### src/rtl/skvt_pkg.sv
package skvt_pkg;

   // Default table depth
   localparam int CAPACITY_DEF = 16;

   // Field widths
   localparam int KEY_W    = 64;
   localparam int VALUE_W  = 32;
   localparam int STATUS_W = 3;
   localparam int POS_W    = 5;
   localparam int REQ_DATA_W = KEY_W + VALUE_W;
   localparam int RSP_DATA_W = 48;

   // Request kinds (carried on req_tuser)
   localparam logic KIND_INSERT = 1'b0;
   localparam logic KIND_LOOKUP = 1'b1;

   // Result status codes
   typedef enum logic [STATUS_W-1:0] {
      ST_INSERTED  = 3'd0,
      ST_UPDATED   = 3'd1,
      ST_FOUND     = 3'd2,
      ST_NOT_FOUND = 3'd3,
      ST_FULL      = 3'd4
   } status_type;

   // Write strobes broadcast to every cell
   typedef struct packed {
      logic insert_en;
      logic update_en;
   } cell_ctrl_type;

endpackage

### src/rtl/skvt_cell.sv
// One table slot: holds a key/value pair, compares against the broadcast key
// and takes either the new entry or its left neighbor's entry on an insert.
module skvt_cell
   import skvt_pkg::*;
#(
   parameter int INDEX   = 0,
   parameter int INDEX_W = 5
) (
   input  logic                clock,
   input  cell_ctrl_type       ctrl,
   input  logic [INDEX_W-1:0]  count,
   input  logic [KEY_W-1:0]    op_key,
   input  logic [VALUE_W-1:0]  op_value,
   input  logic                left_lt,
   input  logic [KEY_W-1:0]    left_key,
   input  logic [VALUE_W-1:0]  left_value,
   output logic                lt,
   output logic                eq,
   output logic [KEY_W-1:0]    key,
   output logic [VALUE_W-1:0]  value
);

   logic [KEY_W-1:0]   key_ff;
   logic [KEY_W-1:0]   key_in;
   logic [VALUE_W-1:0] value_ff;
   logic [VALUE_W-1:0] value_in;
   logic               occupied;
   logic               take_new;
   logic               take_left;

   // Slot holds a live entry when it sits below the fill count
   assign occupied = count > INDEX_W'(INDEX);
   assign lt       = occupied && (key_ff < op_key);
   assign eq       = occupied && (key_ff == op_key);

   // Insert boundary takes the new entry, everything above it shifts up
   assign take_new  = ctrl.insert_en && !lt && left_lt;
   assign take_left = ctrl.insert_en && !lt && !left_lt;

   always_comb begin
      key_in   = key_ff;
      value_in = value_ff;
      if (take_new) begin
         key_in   = op_key;
         value_in = op_value;
      end else if (take_left) begin
         key_in   = left_key;
         value_in = left_value;
      end else if (ctrl.update_en && eq) begin
         value_in = op_value;
      end
   end

   always_ff @(posedge clock) begin
      key_ff   <= key_in;
      value_ff <= value_in;
   end

   assign key   = key_ff;
   assign value = value_ff;

endmodule

### src/rtl/sorted_key_value_table.sv
// Sorted key/value table built as a row of CAPACITY slots kept in ascending
// unsigned key order. The accept latches the request into the request
// registers; when the item completes, every slot compares its key against the
// request in parallel, the position and any match are resolved, the result
// is registered and, on an insert, the whole row shifts up past the insertion
// point in that same clock. A new item is accepted while a result still waits
// on rsp_tready; the request completes once the result register is free.
// No clearing pass follows reset: the fill count alone marks live slots.
module sorted_key_value_table
   import skvt_pkg::*;
#(
   parameter int CAPACITY = CAPACITY_DEF
) (
   input  logic                  clock,
   input  logic                  reset,
   input  logic                  req_tvalid,
   output logic                  req_tready,
   input  logic [REQ_DATA_W-1:0] req_tdata,   // key[63:0], value[95:64]
   input  logic                  req_tuser,   // kind
   output logic                  rsp_tvalid,
   input  logic                  rsp_tready,
   output logic [RSP_DATA_W-1:0] rsp_tdata,   // found[0], result_value[32:1],
                                              // position[37:33], count[42:38]
   output logic [STATUS_W-1:0]   rsp_tuser    // status
);

   localparam int IDX_W  = $clog2(CAPACITY + 1);
   localparam int WIDE_W = (IDX_W > POS_W) ? IDX_W : POS_W;

   // Request and control registers
   logic                  busy_ff, busy_in;
   logic                  op_kind_ff;
   logic [KEY_W-1:0]      op_key_ff;
   logic [VALUE_W-1:0]    op_value_ff;
   logic [IDX_W-1:0]      count_ff, count_in;
   logic                  rsp_valid_ff, rsp_valid_in;
   logic [RSP_DATA_W-1:0] rsp_data_ff;
   logic [STATUS_W-1:0]   rsp_status_ff;

   logic accept;
   logic complete;

   // Cell row signals
   logic                lt_vec   [CAPACITY];
   logic                eq_vec   [CAPACITY];
   logic [KEY_W-1:0]    key_vec  [CAPACITY];
   logic [VALUE_W-1:0]  val_vec  [CAPACITY];
   cell_ctrl_type       ctrl;

   // Resolved search results
   logic                hit;
   logic [VALUE_W-1:0]  hit_value;
   logic [IDX_W-1:0]    pos;
   logic                full;
   status_type          status;
   logic [VALUE_W-1:0]  res_value;
   logic [WIDE_W-1:0]   pos_wide;
   logic [WIDE_W-1:0]   count_wide;
   logic [RSP_DATA_W-1:0] rsp_data_in;

   assign accept     = req_tvalid && req_tready;
   assign complete   = busy_ff && (!rsp_valid_ff || rsp_tready);
   assign req_tready = !busy_ff;

   // Slot row
   for (genvar g = 0; g < CAPACITY; g++) begin : g_cell
      logic               left_lt;
      logic [KEY_W-1:0]   left_key;
      logic [VALUE_W-1:0] left_value;
      if (g == 0) begin : g_first
         assign left_lt    = 1'b1;
         assign left_key   = op_key_ff;
         assign left_value = op_value_ff;
      end else begin : g_rest
         assign left_lt    = lt_vec[g-1];
         assign left_key   = key_vec[g-1];
         assign left_value = val_vec[g-1];
      end
      skvt_cell #(
         .INDEX   (g),
         .INDEX_W (IDX_W)
      ) u_cell (
         .clock      (clock),
         .ctrl       (ctrl),
         .count      (count_ff),
         .op_key     (op_key_ff),
         .op_value   (op_value_ff),
         .left_lt    (left_lt),
         .left_key   (left_key),
         .left_value (left_value),
         .lt         (lt_vec[g]),
         .eq         (eq_vec[g]),
         .key        (key_vec[g]),
         .value      (val_vec[g])
      );
   end

   // Match, value and insertion point from the row's compare flags
   always_comb begin
      hit       = 1'b0;
      hit_value = '0;
      pos       = lt_vec[CAPACITY-1] ? IDX_W'(CAPACITY) : '0;
      for (int i = 0; i < CAPACITY; i++) begin
         hit       = hit | eq_vec[i];
         hit_value = hit_value | (eq_vec[i] ? val_vec[i] : '0);
         if (!lt_vec[i] && (i == 0 || lt_vec[(i == 0) ? 0 : i-1])) begin
            pos = pos | IDX_W'(i);
         end
      end
   end

   assign full = count_ff == IDX_W'(CAPACITY);

   // Operation decode
   always_comb begin
      ctrl      = '0;
      status    = ST_NOT_FOUND;
      res_value = '0;
      count_in  = count_ff;
      if (op_kind_ff == KIND_LOOKUP) begin
         if (hit) begin
            status    = ST_FOUND;
            res_value = hit_value;
         end
      end else if (hit) begin
         status         = ST_UPDATED;
         ctrl.update_en = complete;
      end else if (full) begin
         status = ST_FULL;
      end else begin
         status         = ST_INSERTED;
         ctrl.insert_en = complete;
         count_in       = count_ff + IDX_W'(1);
      end
   end

   assign pos_wide   = WIDE_W'(pos);
   assign count_wide = WIDE_W'(count_in);
   assign rsp_data_in = RSP_DATA_W'({count_wide[POS_W-1:0], pos_wide[POS_W-1:0],
                                     res_value, hit});

   assign busy_in      = accept ? 1'b1 : (complete ? 1'b0 : busy_ff);
   assign rsp_valid_in = complete ? 1'b1 : (rsp_tready ? 1'b0 : rsp_valid_ff);

   // Control state
   always_ff @(posedge clock) begin
      if (reset) begin
         busy_ff      <= 1'b0;
         rsp_valid_ff <= 1'b0;
         count_ff     <= '0;
      end else begin
         busy_ff      <= busy_in;
         rsp_valid_ff <= rsp_valid_in;
         if (complete) begin
            count_ff <= count_in;
         end
      end
   end

   // Request latch
   always_ff @(posedge clock) begin
      if (accept) begin
         op_kind_ff  <= req_tuser;
         op_key_ff   <= req_tdata[KEY_W-1:0];
         op_value_ff <= req_tdata[KEY_W +: VALUE_W];
      end
   end

   // Result register
   always_ff @(posedge clock) begin
      if (complete) begin
         rsp_data_ff   <= rsp_data_in;
         rsp_status_ff <= status;
      end
   end

   assign rsp_tvalid = rsp_valid_ff;
   assign rsp_tdata  = rsp_data_ff;
   assign rsp_tuser  = rsp_status_ff;

endmodule
### config.mk
export PLATFORM = sky130hd
export DESIGN_NAME = sorted_key_value_table
export DESIGN_NICKNAME = d
export VERILOG_FILES = /design/src/rtl/skvt_pkg.sv /design/src/rtl/skvt_cell.sv /design/src/rtl/sorted_key_value_table.sv
export SDC_FILE = /design/constraint.sdc
export NUM_CORES = 2
export LEC_CHECK = 0
export BUFFER_PORTS_ARGS = -buffer_cell sky130_fd_sc_hd__buf_2
export CELL_PAD_IN_SITES_DETAIL_PLACEMENT = 1
export CELL_PAD_IN_SITES_GLOBAL_PLACEMENT = 1
export CORE_AREA = 2 2 477 479
export CTS_CLUSTER_DIAMETER = 120
export DETAILED_ROUTE_END_ITERATION = 7
export DIE_AREA = 0 0 479 481
export GPL_ROUTABILITY_DRIVEN = 0
export MAX_ROUTING_LAYER = met4
export PLACE_DENSITY = 0.8
export SETUP_SLACK_MARGIN = 0.02
export SLEW_MARGIN = 20
export SYNTH_ARGS = -nofsm -noshare
export SYNTH_HDL_FRONTEND = slang
export SYNTH_HIERARCHICAL = 1
export SYNTH_SLANG_ARGS = --single-unit
### constraint.sdc
create_clock -name clock -period 26.3 [get_ports clock]
set_clock_uncertainty 0.1 [all_clocks]
set_input_delay 3.945 -clock clock [delete_from_list [all_inputs] [get_ports clock]]
set_output_delay 3.945 -clock clock [all_outputs]
set_load 0.05 [all_outputs]
# Yosys cells after proc, flatten, opt, wreduce, memory -nomap -nowiden
# Cells that the tools add are included.
[op_classes] n_mux=123 multipliers=0 reduce_logical=167 bitwise_logic=30 n_div=0 n_shift=0 n_addsub=1 eq_ne=17 magnitude_cmp=32
[op_table] operator="$mux 32" count=63
[op_table] operator="$mux 64" count=30
[op_table] operator="$eq 64x64->1" count=16
[op_table] operator="$lt 64x64->1" count=16
[op_table] operator="$or 32x32->32" count=15
[op_table] operator="$logic_and 1x1->1" count=111
[op_table] operator="$reduce_bool 3->1" count=15
[op_table] operator="$gt 5x4->1 const B" count=8
[op_table] operator="$reduce_bool 2->1" count=18
[op_table] operator="$mux 4" count=7
[op_table] operator="$mux 3" count=7
[op_table] operator="$gt 5x3->1 const B" count=4
[op_table] operator="$mux 5" count=4
[op_table] operator="$logic_not 1->1" count=18
[op_table] operator="$or 1x1->1" count=15
[op_table] operator="$gt 5x1->1 const B" count=2
[op_table] operator="$gt 5x2->1 const B" count=2
[op_table] operator="$mux 1" count=9
[op_table] operator="$reduce_or 8->1" count=1
[op_table] operator="$mux 2" count=3
[op_table] operator="$add 5x1->5 const B" count=1
[op_table] operator="$eq 5x5->1 const B" count=1
[op_table] operator="$reduce_or 4->1" count=1
[op_table] operator="$reduce_and 2->1" count=1
[op_table] operator="other kinds (2)" count=2
[word_totals] mem_bits_ro=0 inputBits=101 mem_bits_rw=0 wordCells=415 register_bits=1686 latchBits=0 memories=0

# Logic depth before layout (Yosys ltp)
[logic_depth] word_depth=23 depth_mapped=17 mapped_depth_nobuf=14

# Cells and area by module
# The synthesis kept the hierarchy.
[modules_own_cells] mod="skvt_cell (g_cell[14].u_cell ...)" instances=2 area_per_inst_um2=5764.3 cells_per_inst=441
[modules_own_cells] mod="sorted_key_value_table" instances=1 area_per_inst_um2=7886.3 cells_per_inst=651
[modules_own_cells] mod="skvt_cell (g_cell[0].u_cell)" instances=1 area_per_inst_um2=6218.5 cells_per_inst=447
[modules_own_cells] mod="skvt_cell (g_cell[6].u_cell)" instances=1 area_per_inst_um2=6003.3 cells_per_inst=436
[modules_own_cells] mod="skvt_cell (g_cell[4].u_cell)" instances=1 area_per_inst_um2=5952.0 cells_per_inst=440
[modules_own_cells] mod="skvt_cell (g_cell[15].u_cell)" instances=1 area_per_inst_um2=5935.7 cells_per_inst=437
[modules_own_cells] mod="skvt_cell (g_cell[12].u_cell)" instances=1 area_per_inst_um2=5764.3 cells_per_inst=444
[modules_own_cells] mod="skvt_cell (g_cell[9].u_cell)" instances=1 area_per_inst_um2=5763.0 cells_per_inst=444
[modules_own_cells] mod="skvt_cell (g_cell[13].u_cell)" instances=1 area_per_inst_um2=5761.8 cells_per_inst=441
[modules_own_cells] mod="skvt_cell (g_cell[7].u_cell)" instances=1 area_per_inst_um2=5751.8 cells_per_inst=444
[modules_own_cells] mod="skvt_cell (g_cell[1].u_cell)" instances=1 area_per_inst_um2=5748.0 cells_per_inst=440
[modules_own_cells] mod="skvt_cell (g_cell[8].u_cell)" instances=1 area_per_inst_um2=5744.3 cells_per_inst=441
[modules_own_cells] mod="skvt_cell (g_cell[5].u_cell)" instances=1 area_per_inst_um2=5725.5 cells_per_inst=446
[modules_own_cells] mod="skvt_cell (g_cell[10].u_cell)" instances=1 area_per_inst_um2=5714.2 cells_per_inst=449
[modules_own_cells] mod="+2 rows"

# Worst setup path before layout
# OpenSTA, ideal clock, no wires.
[synth_path] path_type="input-to-reg" from="in rsp_tready" to="reg g_cell[3].u_cell.value_ff[0] (enable)" t_required_ns=25.812 path_slack_ns=13.515 arrival_time_ns=12.297 path_buffers=1 path_stages=6 cell_sequence="nand2b_1 nand3_1 clkbuf_1 nor3_1 a21boi_0 a21o_1"
[synth_lines] element="start, declared" line_no="sorted_key_value_table.sv:21" text="input logic rsp_tready,"
[synth_lines] element="end signal, assigned" line_no="skvt_cell.sv:56" text="value_ff <= value_in;"
[synth_lines] element="end, declared" line_no="skvt_cell.sv:25" text="logic [VALUE_W-1:0] value_ff;"

==> flow_summary.json <==
{
  "die_area_um2": 230000,
  "postRouteAntennaNets": 0,
  "cts_setup_buffers": 0,
  "rows": 175,
  "drt_iter0_markers": 5455,
  "yosysWarnings": 6,
  "postSynthCellCount": 7717,
  "cap_violations": 0,
  "final_cells": 11200,
  "async_reset_ff_share_pct": 0,
  "die_w_um": 479,
  "dp_cells": 10800,
  "final-max-slew-violation-count": 33,
  "start_util_pct": 44.7,
  "worstPathMaxFanout": 44,
  "fin_crit_ns": 7.89,
  "cpPeakStageDelay_ns": 0.85,
  "drive_above_1_share_pct": 23.3,
  "crit_start": "g_cell[0].left_key[59]",
  "end_kind": "flop",
  "comb_power_share_pct": 11.4,
  "cellPowerDensity_nw_per_um2": 59.0,
  "post_cts_resize_count": 0,
  "ys_ff_latch": 1686,
  "holdBufCountCts": 0,
  "dr.pass1.iters": 6,
  "cts_tree": "done",
  "startpoint_type": "flop",
  "synth.largest_area_cell": "edfxtp_1",
  "synth_top_cell_area_share_pct": 50.0,
  "internal_power_uw": 4880,
  "sw_frac_of_total_pct": 25.9,
  "crit_arrival_ns": 8.39,
  "chipHeight_um": 481,
  "worstSkewPairLatency_ns": 0.90,
  "syn_area_um2": 101000,
  "clkSinkCount": 1686,
  "status": "finished with violations",
  "critical_path_class": "flop to flop",
  "worstMarginPinSlew_ns": 3.49,
  "synth_seq_area_share_pct": 50.1,
  "synth.distinct_cells": 96,
  "dp_hpwl_um": 202000,
  "crit_slowest_cell": "a21oi_4",
  "layout_commonest_cell": "edfxtp_1",
  "wire_per_inst_um": 27.1,
  "p_clk_share_pct": 40.5,
  "core_um2": 226000,
  "rsz0062_at_grt": "no",
  "finalSetupViolCount": 0,
  "required_ns": 26.80,
  "grt_max_degree": 66,
  "hp-class": "flop to flop",
  "netSwitchingPower_uw": 1710,
  "cpLargestDelayFamily": "simple AND/OR/NAND/NOR gates",
  "synth-edff-count": 1679,
  "final_cell_area_um2": 112000,
  "hold_violations": 0,
  "area_growth_pct": 10.6,
  "postSynthAreaPerCell_um2": 13.1,
  "synth_area_leaders": "edfxtp_1, ha_1, mux2_2",
  "layout.nets": 9147,
  "vias_per_cell": 6.03,
  "synth_flop_cell": "edfxtp_1",
  "fillCellCount": 22800,
  "grt_pass1_wl_um": 456000,
  "ios": 154,
  "cellLeakagePower_uw": 0.0444,
  "p_seq_share_pct": 48.2,
  "whs_ns": 0.394,
  "cts_max_level": 4,
  "min_from": "g_cell[7].u_cell/key[21]",
  "peakVddDrop_mv": 0.0656,
  "port_buffers": 148,
  "drc": 0,
  "fin_crit_sh_pct": 30.0,
  "critPathMostFrequentCell": "buf_4",
  "slew_headroom_pct": -132,
  "failed_checks": "slew limit",
  "placed_area_um2": 105000,
  "vias": 67500,
  "cts_buffer_depth": 3,
  "overflow": 0,
  "clkTransAtPathRegs_ns": 0.06,
  "critPathBufInv": 5,
  "grt_pass1_vias": 74000,
  "cts_made_buffers": 191,
  "reg2reg_from": "g_cell[0].left_key[59]",
  "most-common-layout-cells": "edfxtp_1, inv_1, ha_1",
  "ctsRootBufferMaster": "clkbuf_16",
  "crit_chain": "buf_4, inv_1, ha_1, nand3_1, nor4_2, and4b_1, and3_1, and4b_4, buf_4, nor4_2, nand4_2, nor3_2, buf_4, nand2_1, a21oi_4, buf_4, mux2_2",
  "max_freq_mhz": 127,
  "setup_tns_ns": 0,
  "wirelength_um": 303000,
  "grt_usage_pct": 26.6,
  "antenna_found_initial": 9
}
[per-stage QoR]
stage / power [µW] / setup WS, ns / utilization, %
4_1_cts: 6610 / 18.54 / 49.4
2_1_floorplan: 3680 / 13.51 / -
3_3_place_gp: 3880 / 18.31 / 46.7
6_report: 6580 / 18.41 / 49.4
5_1_grt: 6790 / 18.11 / 49.4
3_5_place_dp: 3950 / 18.07 / 46.7
[layout make-up]
class                           count  area [µm²]  share of cell area [%]
Sequential cell                  1686       50600                    45.3
Multi-Input combinational cell   4740       45000                    40.3
Clock buffer                      247        5010                    4.49
Inverter                         1089        4090                    3.66
Tap cell                         3009        3760                    3.37
Timing Repair Buffer              310        1980                    1.77
Clock inverter                    104        1190                    1.06
Antenna cell                        2        5.00                 0.00449
[sequential cells by signal (all words and copies together) (netlist names)]
register and cells:
busy_ff 1, count_ff 5, g_cell.left_key 64, g_cell.left_value 32, g_cell.u_cell/key 1024, g_cell.u_cell/value 512
op_kind_ff 1, rsp_tdata 43, rsp_tuser 3, rsp_tvalid 1
[synth_stat cells (7+ instances only)]
cell,instances
a21oi_1,389
nor2b_1,20
dfxtp_1,7
nor4_2,11
nand2_1,283
buf_8,9
a221oi_1,120
nand2b_1,26
buf_4,49
o21ai_0,122
o22ai_1,8
o211ai_1,22
inv_1,1089
clkbuf_1,49
edfxtp_1,1679
a22oi_1,131
and4_1,24
nand4_1,196
a211oi_1,39
mux2_2,949
a21oi_4,12
and2_1,16
a21boi_0,28
a21oi_2,13
a21o_1,71
or4_1,11
o21a_1,43
nor4_1,40
buf_6,64
mux2_4,255
ha_1,1028
or3_1,10
a22o_1,67
nor2_1,79
nor3_1,64
buf_1,7
and3_1,19
nand3_1,188
nor4bb_1,7
buf_2,23
mux2_1,332
[power groups by stage]
stage	Combinational, µW	Clock, µW	Sequential [µW]
2_1_floorplan	438	0	3250
4_1_cts	741	2710	3170
3_5_place_dp	726	0	3220
5_1_grt	815	2800	3180
6_report	747	2670	3170
3_3_place_gp	663	0	3210
[per-layer routing]
| layer | track usage [%] | wire (µm) |
|---|---|---|
| met3 | 4.07 | 20300 |
| met2 | 45.3 | 149000 |
| met1 | 30.4 | 116000 |
| met5 | - | 0 |
| met4 | 13.8 | 18100 |
[kinds of logic after synthesis]
family | Yosys count | synth area share [%]
DFF | 1686 | 50.1
other | 2 | 0.00745
adders and majority gates | 1028 | 12.8
AOI/OAI and AO/OA | 1137 | 7.76
muxes | 1537 | 18.1
and+or+nand+nor | 1028 | 5.50
buffers and inverters | 1296 | 5.71
xor gates and xnor gates | 3 | 0.0261
[worst paths after layout]
path,to,slack [ns],cells after the start
worst max-delay path,g_cell[6].u_cell/key[0],18.41,17
worst min-delay path,g_cell[8].u_cell/key[21],0.39,1
worst max register to register,g_cell[6].u_cell/key[0],18.41,17
worst min register to register,g_cell[8].u_cell/key[21],0.39,1
Note: power is estimated with default switching activity, not from simulation.
